===== src/ptsp_pkg.sv =====
// ----------------------------------------------------------------------------
// ptsp_pkg
// Shared types and constants of the point-in-triangle-strip test: register
// map, controller states, triangle select codes and the command bundle.
// ----------------------------------------------------------------------------
package ptsp_pkg;

    localparam int IDX_BITS   = 8;
    localparam int CNT_BITS   = 9;
    localparam int TOL_BITS   = 20;
    localparam int PADDR_BITS = 3;
    localparam int PDATA_BITS = 32;

    localparam logic [CNT_BITS-1:0] POINT_COUNT_RESET = 9'd3;
    localparam logic [TOL_BITS-1:0] TOLERANCE_RESET   = 20'd1311;

    typedef enum logic [0:0] {
        CFG_POINT_COUNT = 1'b0,
        CFG_TOLERANCE   = 1'b1
    } cfg_reg_t;

    typedef enum logic [2:0] {
        ST_IDLE,
        ST_FIRST,
        ST_TRI_A,
        ST_TRI_B,
        ST_CLOSE_C,
        ST_CLOSE_D,
        ST_DRAIN,
        ST_RESULT
    } state_t;

    typedef enum logic [2:0] {
        TRI_NONE,
        TRI_LEAD,
        TRI_TRAIL,
        TRI_WRAP_IN,
        TRI_WRAP_OUT
    } tri_sel_t;

    typedef struct packed {
        logic     start;
        logic     take_first;
        logic     advance;
        tri_sel_t tri_sel;
        logic     load_out;
    } ctrl_cmd_t;

endpackage


===== src/ptsp_ctrl.sv =====
// ----------------------------------------------------------------------------
// ptsp_ctrl
// Sequencer of the strip test: accepts load and query beats, walks the stored
// pairs one read a pair, issues two triangles for each pair after the first plus
// the two closing triangles, waits for the pipeline to drain and holds the result beat.
// ----------------------------------------------------------------------------
module ptsp_ctrl #(
    parameter int MAX_POINTS = 256
) (
    input  logic                                aclk,
    input  logic                                aresetn,
    input  logic                                s_valid,
    output logic                                s_ready,
    input  logic                                s_mode,
    input  logic [ptsp_pkg::IDX_BITS-1:0]       s_point_index,
    output logic                                m_valid,
    input  logic                                m_ready,
    input  logic [ptsp_pkg::CNT_BITS-1:0]       point_count,
    input  logic                                pipe_busy,
    output ptsp_pkg::ctrl_cmd_t                 cmd,
    output logic                                wr_en,
    output logic                                rd_en,
    output logic [$clog2(MAX_POINTS)-1:0]       rd_addr
);

    localparam int AW   = $clog2(MAX_POINTS);
    localparam int CNTW = (ptsp_pkg::CNT_BITS > AW + 1) ? ptsp_pkg::CNT_BITS : AW + 1;

    ptsp_pkg::state_t state_reg, state_next;
    logic [AW-1:0]    k_reg, k_next;
    logic             m_valid_reg, m_valid_next;
    logic [CNTW-1:0]  count_w;
    logic [CNTW-1:0]  count_eff;
    logic [AW-1:0]    last;
    logic             idx_ok;

    always_comb begin
        count_w = CNTW'(point_count);
        if (count_w > CNTW'(MAX_POINTS)) begin
            count_eff = CNTW'(MAX_POINTS);
        end else if (count_w == '0) begin
            count_eff = CNTW'(1);
        end else begin
            count_eff = count_w;
        end
    end

    assign last   = AW'(count_eff - CNTW'(1));
    assign idx_ok = 32'(s_point_index) < MAX_POINTS;

    always_ff @(posedge aclk) begin
        if (!aresetn) begin
            state_reg   <= ptsp_pkg::ST_IDLE;
            k_reg       <= '0;
            m_valid_reg <= 1'b0;
        end else begin
            state_reg   <= state_next;
            k_reg       <= k_next;
            m_valid_reg <= m_valid_next;
        end
    end

    always_comb begin
        state_next     = state_reg;
        k_next         = k_reg;
        m_valid_next   = m_valid_reg && !m_ready;
        s_ready        = 1'b0;
        wr_en          = 1'b0;
        rd_en          = 1'b0;
        rd_addr        = k_reg + AW'(1);
        cmd.start      = 1'b0;
        cmd.take_first = 1'b0;
        cmd.advance    = 1'b0;
        cmd.tri_sel    = ptsp_pkg::TRI_NONE;
        cmd.load_out   = 1'b0;
        unique case (state_reg)
            ptsp_pkg::ST_IDLE: begin
                s_ready = 1'b1;
                rd_addr = '0;
                if (s_valid) begin
                    if (s_mode) begin
                        cmd.start  = 1'b1;
                        rd_en      = 1'b1;
                        k_next     = '0;
                        state_next = ptsp_pkg::ST_FIRST;
                    end else begin
                        wr_en = idx_ok;
                    end
                end
            end
            ptsp_pkg::ST_FIRST: begin
                cmd.take_first = 1'b1;
                if (last == '0) begin
                    state_next = ptsp_pkg::ST_CLOSE_C;
                end else begin
                    rd_en      = 1'b1;
                    k_next     = k_reg + AW'(1);
                    state_next = ptsp_pkg::ST_TRI_A;
                end
            end
            ptsp_pkg::ST_TRI_A: begin
                cmd.tri_sel = ptsp_pkg::TRI_LEAD;
                state_next  = ptsp_pkg::ST_TRI_B;
            end
            ptsp_pkg::ST_TRI_B: begin
                cmd.tri_sel = ptsp_pkg::TRI_TRAIL;
                cmd.advance = 1'b1;
                if (k_reg == last) begin
                    state_next = ptsp_pkg::ST_CLOSE_C;
                end else begin
                    rd_en      = 1'b1;
                    k_next     = k_reg + AW'(1);
                    state_next = ptsp_pkg::ST_TRI_A;
                end
            end
            ptsp_pkg::ST_CLOSE_C: begin
                cmd.tri_sel = ptsp_pkg::TRI_WRAP_IN;
                state_next  = ptsp_pkg::ST_CLOSE_D;
            end
            ptsp_pkg::ST_CLOSE_D: begin
                cmd.tri_sel = ptsp_pkg::TRI_WRAP_OUT;
                state_next  = ptsp_pkg::ST_DRAIN;
            end
            ptsp_pkg::ST_DRAIN: begin
                if (!pipe_busy) begin
                    state_next = ptsp_pkg::ST_RESULT;
                end
            end
            ptsp_pkg::ST_RESULT: begin
                if (!m_valid_reg || m_ready) begin
                    cmd.load_out = 1'b1;
                    m_valid_next = 1'b1;
                    state_next   = ptsp_pkg::ST_IDLE;
                end
            end
            default: begin
                state_next = ptsp_pkg::ST_IDLE;
            end
        endcase
    end

    assign m_valid = m_valid_reg;

    a_result_after_drain: assert property (@(posedge aclk) disable iff (!aresetn)
        (state_reg == ptsp_pkg::ST_RESULT) |-> !pipe_busy)
        else $error("result taken with triangles in flight");

    a_read_in_range: assert property (@(posedge aclk) disable iff (!aresetn)
        (rd_en && state_reg != ptsp_pkg::ST_IDLE) |-> (k_reg < last))
        else $error("pair read beyond last slot in use");

    a_valid_from_result: assert property (@(posedge aclk) disable iff (!aresetn)
        $rose(m_valid_reg) |-> ($past(state_reg) == ptsp_pkg::ST_RESULT))
        else $error("result beat raised outside result state");

    a_wrap_pair: assert property (@(posedge aclk) disable iff (!aresetn)
        (cmd.tri_sel == ptsp_pkg::TRI_WRAP_IN) |=> (cmd.tri_sel == ptsp_pkg::TRI_WRAP_OUT))
        else $error("closing triangles not issued as a pair");

endmodule


===== config.mk =====
export PLATFORM = sky130hd
export DESIGN_NAME = ptsp_ctrl
export DESIGN_NICKNAME = d
export VERILOG_FILES = /design/src/ptsp_pkg.sv /design/src/ptsp_ctrl.sv
export SDC_FILE = /design/constraint.sdc
export NUM_CORES = 1
export LEC_CHECK = 0
export ABC_AREA = 0
export BUFFER_PORTS_ARGS = -buffer_cell sky130_fd_sc_hd__buf_2
export CORE_UTILIZATION = 35
export CTS_CLUSTER_SIZE = 28
export DETAILED_ROUTE_END_ITERATION = 8
export SYNTH_ARGS = -nofsm -noshare
export SYNTH_HDL_FRONTEND = slang
export SYNTH_SLANG_ARGS = --single-unit

===== constraint.sdc =====
create_clock -name aclk -period 3.79 [get_ports aclk]
set_clock_uncertainty 0.2 [all_clocks]
set_input_delay 0.1895 -clock aclk [delete_from_list [all_inputs] [get_ports aclk]]
set_output_delay 0.1895 -clock aclk [all_outputs]
set_load 0.005 [all_outputs]

==> results.sh, run 1 <==
export IMPL_status="complete, no violations"
export IMPL_drt_antenna_violating_nets=0
export IMPL_cts_clk_slew_worst_paths_ps=60
export IMPL_crit_arrival_ps=2900
export IMPL_rr_endpoint="k_reg[7]$_SDFFE_PN0P_"
export IMPL_vdd_drop_max_mv=0.281
export IMPL_ys_seq_area_frac=0.184
export IMPL_io_pins=42
export IMPL_hold_violations=0
export IMPL_start_util=0.379
export IMPL_post_cts_buffers=0
export IMPL_dp_slack_ps=510
export IMPL_layout_setup_ws_ps=502
export IMPL_grt_max_degree=18
export IMPL_synth_edff_count=0
export IMPL_place_gp_congestion=0.839
export IMPL_clk_path_buf_depth=2
export IMPL_drt_iter0_drc=121
export IMPL_synth_area_per_cell_sq_um=7.21
export IMPL_hold_path_class="primary input to flop"
export IMPL_layout_common_cells="33 x buf_2, 17 x nor2_1, 16 x nand2_1"
export IMPL_maxSlewViolCount=0
export IMPL_dpl_cell_count=248
export IMPL_p_leak_nw=0.619
export IMPL_worstPathRequired_ps=3400
export IMPL_drive_gt1_frac=0.238
export IMPL_finalCritPeriodShare=0.868
export IMPL_netlist_instances=181
export IMPL_post_synth_instance_area_sq_um=1310
export IMPL_vias=1412
export IMPL_htree_levels=1
export IMPL_coreArea_sq_um=3440
export IMPL_min_path_cells=4
export IMPL_die_w_um=63.1
export IMPL_dieArea_sq_um=3980
export IMPL_nFillCells=377
export IMPL_mostFrequentLayoutCell="buf_2"
export IMPL_rsz0062_at_grt="no"
export IMPL_wl_per_cell_um=13.5
export IMPL_ctsResizeCount=0
export IMPL_r2r_cells=7
export IMPL_hold_path_end="state_reg[0]$_SDFFE_PN0P_"
export IMPL_cts_tree="done"
export IMPL_fin_tns_setup_ps=0
export IMPL_worstReg2RegStart="k_reg[6]$_SDFFE_PN0P_"
export IMPL_mappedNetlistNets=207
export IMPL_relSlewSlack=0.606
export IMPL_tightest_slew_ps=591
export IMPL_largest_reg_flops=8
export IMPL_portBuffers=33
export IMPL_path_max_fanout=8
export IMPL_via_per_inst=5.60
export IMPL_diodes=0
export IMPL_grt_pass1_wl_um=5910
export IMPL_wl_um=3400
export IMPL_grt_use_total=0.182
export IMPL_holdBufCountCts=0
export IMPL_grt_overflow_total=0
export IMPL_cts_sink_count=12
export IMPL_syn2layout_area_growth_pct=17.4
export IMPL_end_kind="output pin"
export IMPL_maxCapViolCount=0
export IMPL_cts_buffers=3
export IMPL_ys_types=53
export IMPL_clock_latency_ps=250
export IMPL_grt_pass1_vias=1268
export IMPL_die_y_um=63.1
export IMPL_ys_seq_elements=12
export IMPL_path_class="primary input to output pin"
export IMPL_nets=233
export IMPL_fmax_ghz=0.304
export IMPL_period_minus_slack_ps=3290
export IMPL_crit_path_start_kind="primary input"
export IMPL_antenna_found_initial=0
export IMPL_num_rows=21
export IMPL_setup_violations=0
export IMPL_reg2reg_setup_slack_ps=1610
export IMPL_hp_start="pipe_busy"
export IMPL_drtPass1Iterations=4
export IMPL_powerDensity_nw_per_um2=285
export IMPL_finalNonFillerCells=252
export IMPL_synthArstFlopShare=0
export IMPL_clockRootBuffer="clkbuf_8"
export IMPL_ys_flop_type="dfxtp_1"
export IMPL_ys_warn_count=0
export IMPL_place_hpwl_um=2540
export IMPL_drc_errors=0
## worst max-delay path by stage
| stage | startpoint | end | slack [ps] |
|---|---|---|---|
| floorplan | point_count[4] | k_reg[4]$_SDFFE_PN0P_ | 920 |
| global placement | point_count[4] | k_reg[4]$_SDFFE_PN0P_ | 470 |
| detailed placement | point_count[4] | k_reg[4]$_SDFFE_PN0P_ | 510 |
| CTS | point_count[4] | rd_en | 520 |
| global route | point_count[4] | rd_en | 300 |
| finish | point_count[4] | rd_en | 500 |
## cell type report
type / count / area (sq um) / area share
sequential: 12 / 240 / 0.157
clock buffer: 4 / 55.1 / 0.0359
inverter: 5 / 18.8 / 0.0122
tap: 46 / 57.6 / 0.0376
multi-input combinational: 150 / 981 / 0.640
timing repair buffer: 35 / 180 / 0.118
## logic make-up after synthesis
logic type      count (synthesis)  synth area share
flops                          12             0.184
buf+inv                        19            0.0642
xor+xnor                        9            0.0604
simple gates                   82             0.360
compound gates                 54             0.287
fa+ha+maj                       3            0.0288
mux                             2            0.0153
## per-stage QoR
| step | area [sq um] | power (W) | hold slack, ps | utilization |
|---|---|---|---|---|
| 6_report | 1530 | 0.000436 | 60.9 | 0.445 |
| 5_1_grt | 1530 | 0.000464 | 94.7 | 0.445 |
| 4_1_cts | 1530 | 0.000438 | 57.8 | 0.445 |
| 3_5_place_dp | 1480 | 0.000294 | 309 | 0.429 |
| 3_3_place_gp | 1480 | 0.000295 | 300 | 0.429 |
| 2_1_floorplan | 1310 | 0.000242 | 151 | - |
## power by group
| part | leakage (nW) | total (W) | internal, W | switching [W] |
|---|---|---|---|---|
| clock | 0.0288 | 0.000144 | 0.0000920 | 0.0000522 |
| combinational | 0.493 | 0.000144 | 0.0000595 | 0.0000846 |
| sequential | 0.0972 | 0.000148 | 0.000132 | 0.0000161 |
| total | 0.619 | 0.000436 | 0.000284 | 0.000153 |
## critical path, stage by stage
cell      delay (ps)
buf_2            150
nor4_2           370
a21o_1           210
nand2_1           80
ha_1             300
nor3b_1          210
and3_1           210
o31a_1           270
nor4b_4          300
o2111a_2         320
a21oi_2          110
buf_2            170
## layer usage
| metal | track usage | wire length, um | vias up |
|---|---|---|---|
| met3 | 0.0417 | 225 | 2 |
| li1 | - | - | 730 |
| met4 | 0.0233 | 8 | 0 |
| met5 | 0 | 0 | - |
| met2 | 0.272 | 1400 | 54 |
| met1 | 0.269 | 1770 | 626 |
## cells in the mapped netlist, drive strengths merged, types with 3 or more instances
cell / number / area, sq um
or3: 3 / 18.8
ha: 3 / 37.5
dfxtp: 12 / 240
o2111ai: 3 / 32.5
nor4: 4 / 37.5
nand2b: 7 / 43.8
a211oi: 3 / 22.5
nor2: 17 / 63.8
a21oi: 11 / 58.8
xor2: 3 / 26.3
o211ai: 3 / 22.5
and3: 3 / 18.8
inv: 4 / 15.0
a221oi: 3 / 26.3
clkbuf: 8 / 30.0
nand3: 9 / 45.0
nor2b: 3 / 18.8
xnor2: 6 / 52.6
o22ai: 5 / 31.3
buf: 6 / 35.0
o21ai: 9 / 45.0
a31oi: 5 / 31.3
nor3b: 3 / 22.5
nor3: 4 / 20.0
or4: 4 / 37.5
nand2: 16 / 60.1
(Power assumes the default switching activity.)
==> run 2: changes to the inputs <==
Settings changed: CORE_ASPECT_RATIO set to 1.25, CTS_CLUSTER_SIZE 28 to not set, GPL_ROUTABILITY_DRIVEN set to 0.
==> run 2 against run 1 <==
  * Utilization decreased by 1.8 points
  * Sequential share of layout area rose by 0.31 points
  * Flip-flop and latch count unchanged
  * Largest cell class unchanged
==> results.sh, run 2 (synthesis gave the netlist of run 1 again) <==
export IMPL_nFillCells=380
export IMPL_maxSlewViolCount=0
export IMPL_vdd_drop_max_mv=0.210
export IMPL_drt_antenna_violating_nets=0
export IMPL_syn2layout_area_growth_pct=15.1
export IMPL_path_class="primary input to output pin"
export IMPL_via_per_inst=5.88
export IMPL_sw_frac_of_total=0.367
export IMPL_post_cts_buffers=0
export IMPL_fin_tns_setup_ps=0
export IMPL_end_kind="output pin"
export IMPL_max_stage_delay_ps=400
export IMPL_finalCritPeriodShare=0.884
export IMPL_layout_common_cells="33 x buf_2, 17 x nor2_1, 16 x nand2_1"
export IMPL_num_rows=24
export IMPL_hold_path_class="primary input to flop"
export IMPL_wl_per_cell_um=14.2
export IMPL_cts_clk_slew_worst_paths_ps=50
export IMPL_coreArea_sq_um=3510
export IMPL_holdBufCountCts=0
export IMPL_seqPwrFrac=0.361
export IMPL_holdWs_ps=43.9
export IMPL_crit_path_start_kind="primary input"
export IMPL_grt_pass1_vias=1223
export IMPL_start_util=0.371
export IMPL_cts_tree="done"
export IMPL_worstPathRequired_ps=3400
export IMPL_clock_latency_ps=250
export IMPL_clk_path_buf_depth=2
export IMPL_maxCapViolCount=0
export IMPL_drtPass1Iterations=4
export IMPL_cts_sink_count=12
export IMPL_dpl_cell_count=240
export IMPL_status="complete, no violations"
export IMPL_antenna_found_initial=0
export IMPL_mostFrequentLayoutCell="buf_2"
export IMPL_powerDensity_nw_per_um2=273
export IMPL_largest_reg_flops=8
export IMPL_ctsResizeCount=0
export IMPL_crit_slowest_cell="nor4_2"
export IMPL_setup_violations=0
export IMPL_io_pins=42
export IMPL_clkPwrFrac=0.297
export IMPL_place_hpwl_um=2610
export IMPL_diodes=0
export IMPL_grt_max_degree=18
export IMPL_timing_critical_path_buf_inv=2
export IMPL_finalNonFillerCells=243
export IMPL_drc_errors=0
export IMPL_crit_arrival_ps=2960
export IMPL_period_minus_slack_ps=3350
export IMPL_vias=1429
export IMPL_portBuffers=33
export IMPL_cts_buffers=3
export IMPL_clockRootBuffer="clkbuf_8"
export IMPL_post_route_util=0.428
export IMPL_p_leak_nw=0.606
export IMPL_htree_levels=1
export IMPL_dieArea_sq_um=3980
export IMPL_crit_path_frequent_cell="buf_2"
export IMPL_grt_use_total=0.179
export IMPL_die_w_um=56.6
export IMPL_relSlewSlack=0.605
export IMPL_hold_violations=0
export IMPL_drt_iter0_drc=82
export IMPL_fmax_ghz=0.299
export IMPL_tightest_slew_ps=592
export IMPL_drive_gt1_frac=0.230
export IMPL_rsz0062_at_grt="no"
export IMPL_switchingPower_w=0.000151
export IMPL_internal_power_w=0.000260
export IMPL_crit_chain="buf_2 > nor4_2 > a21o_1 > nand2_1 > ha_1 > nor3b_1 > and3_1 > o31a_1 > nor4b_4 > o2111a_2 > a21oi_2 > buf_2"
export IMPL_die_y_um=70.3
export IMPL_nets=232
export IMPL_power_w=0.000411
export IMPL_wl_um=3460
export IMPL_grt_pass1_wl_um=5620
export IMPL_grt_overflow_total=0
export IMPL_crit_family="simple AND/OR/NAND/NOR gates"
export IMPL_p_comb_frac=0.342
export IMPL_path_max_fanout=8
-- run 2: per-layer routing --
metal,up-vias,GRT usage,share of wire
li1,718,-,-
met1,670,0.232,0.46
met2,36,0.299,0.48
met3,5,0.0130,0.034
met4,0,0.0786,0.019
met5,-,0,0
-- run 2: through the flow --
step | worst slack (ps) | area [sq um]
finish | 441 | 1500
global route | 261 | 1500
CTS | 450 | 1500
detailed placement | 428 | 1460
global placement | 383 | 1460
floorplan | 921 | 1310
-- run 2: power by group through the flow --
stage                     Clock [W]  Sequential, W  Combinational (W)
after global placement            0       0.000151           0.000141
after CTS                  0.000123       0.000148           0.000142
final                      0.000122       0.000148           0.000140
after floorplan                   0       0.000138           0.000104
after detailed placement          0       0.000151           0.000141
after global routing       0.000127       0.000150           0.000158
-- run 2: tightest hold or removal path, stage by stage --
cell and delay [ps]:
buf_2 70, nand2b_1 120, a21oi_1 70
-- run 2: path summary, 6_finish.rpt --
check        cells past startpoint  slack, ps                  start                     to
max                             12        440         point_count[4]                  rd_en
min reg2reg                      2        310  k_reg[1]$_SDFFE_PN0P_  k_reg[1]$_SDFFE_PN0P_
max reg2reg                      7       1650  k_reg[6]$_SDFFE_PN0P_  k_reg[3]$_SDFFE_PN0P_
min                              3         40                m_ready     m_valid$_SDFF_PN0_
-- run 2: cell type report --
cell class	instances	area, sq um	area share
multi-input cells	150	981	0.653
clock buffers	3	41.3	0.0275
repair buffers	34	173	0.115
well taps	39	48.8	0.0325
inverters	5	18.8	0.0125
flip-flops and latches	12	240	0.160
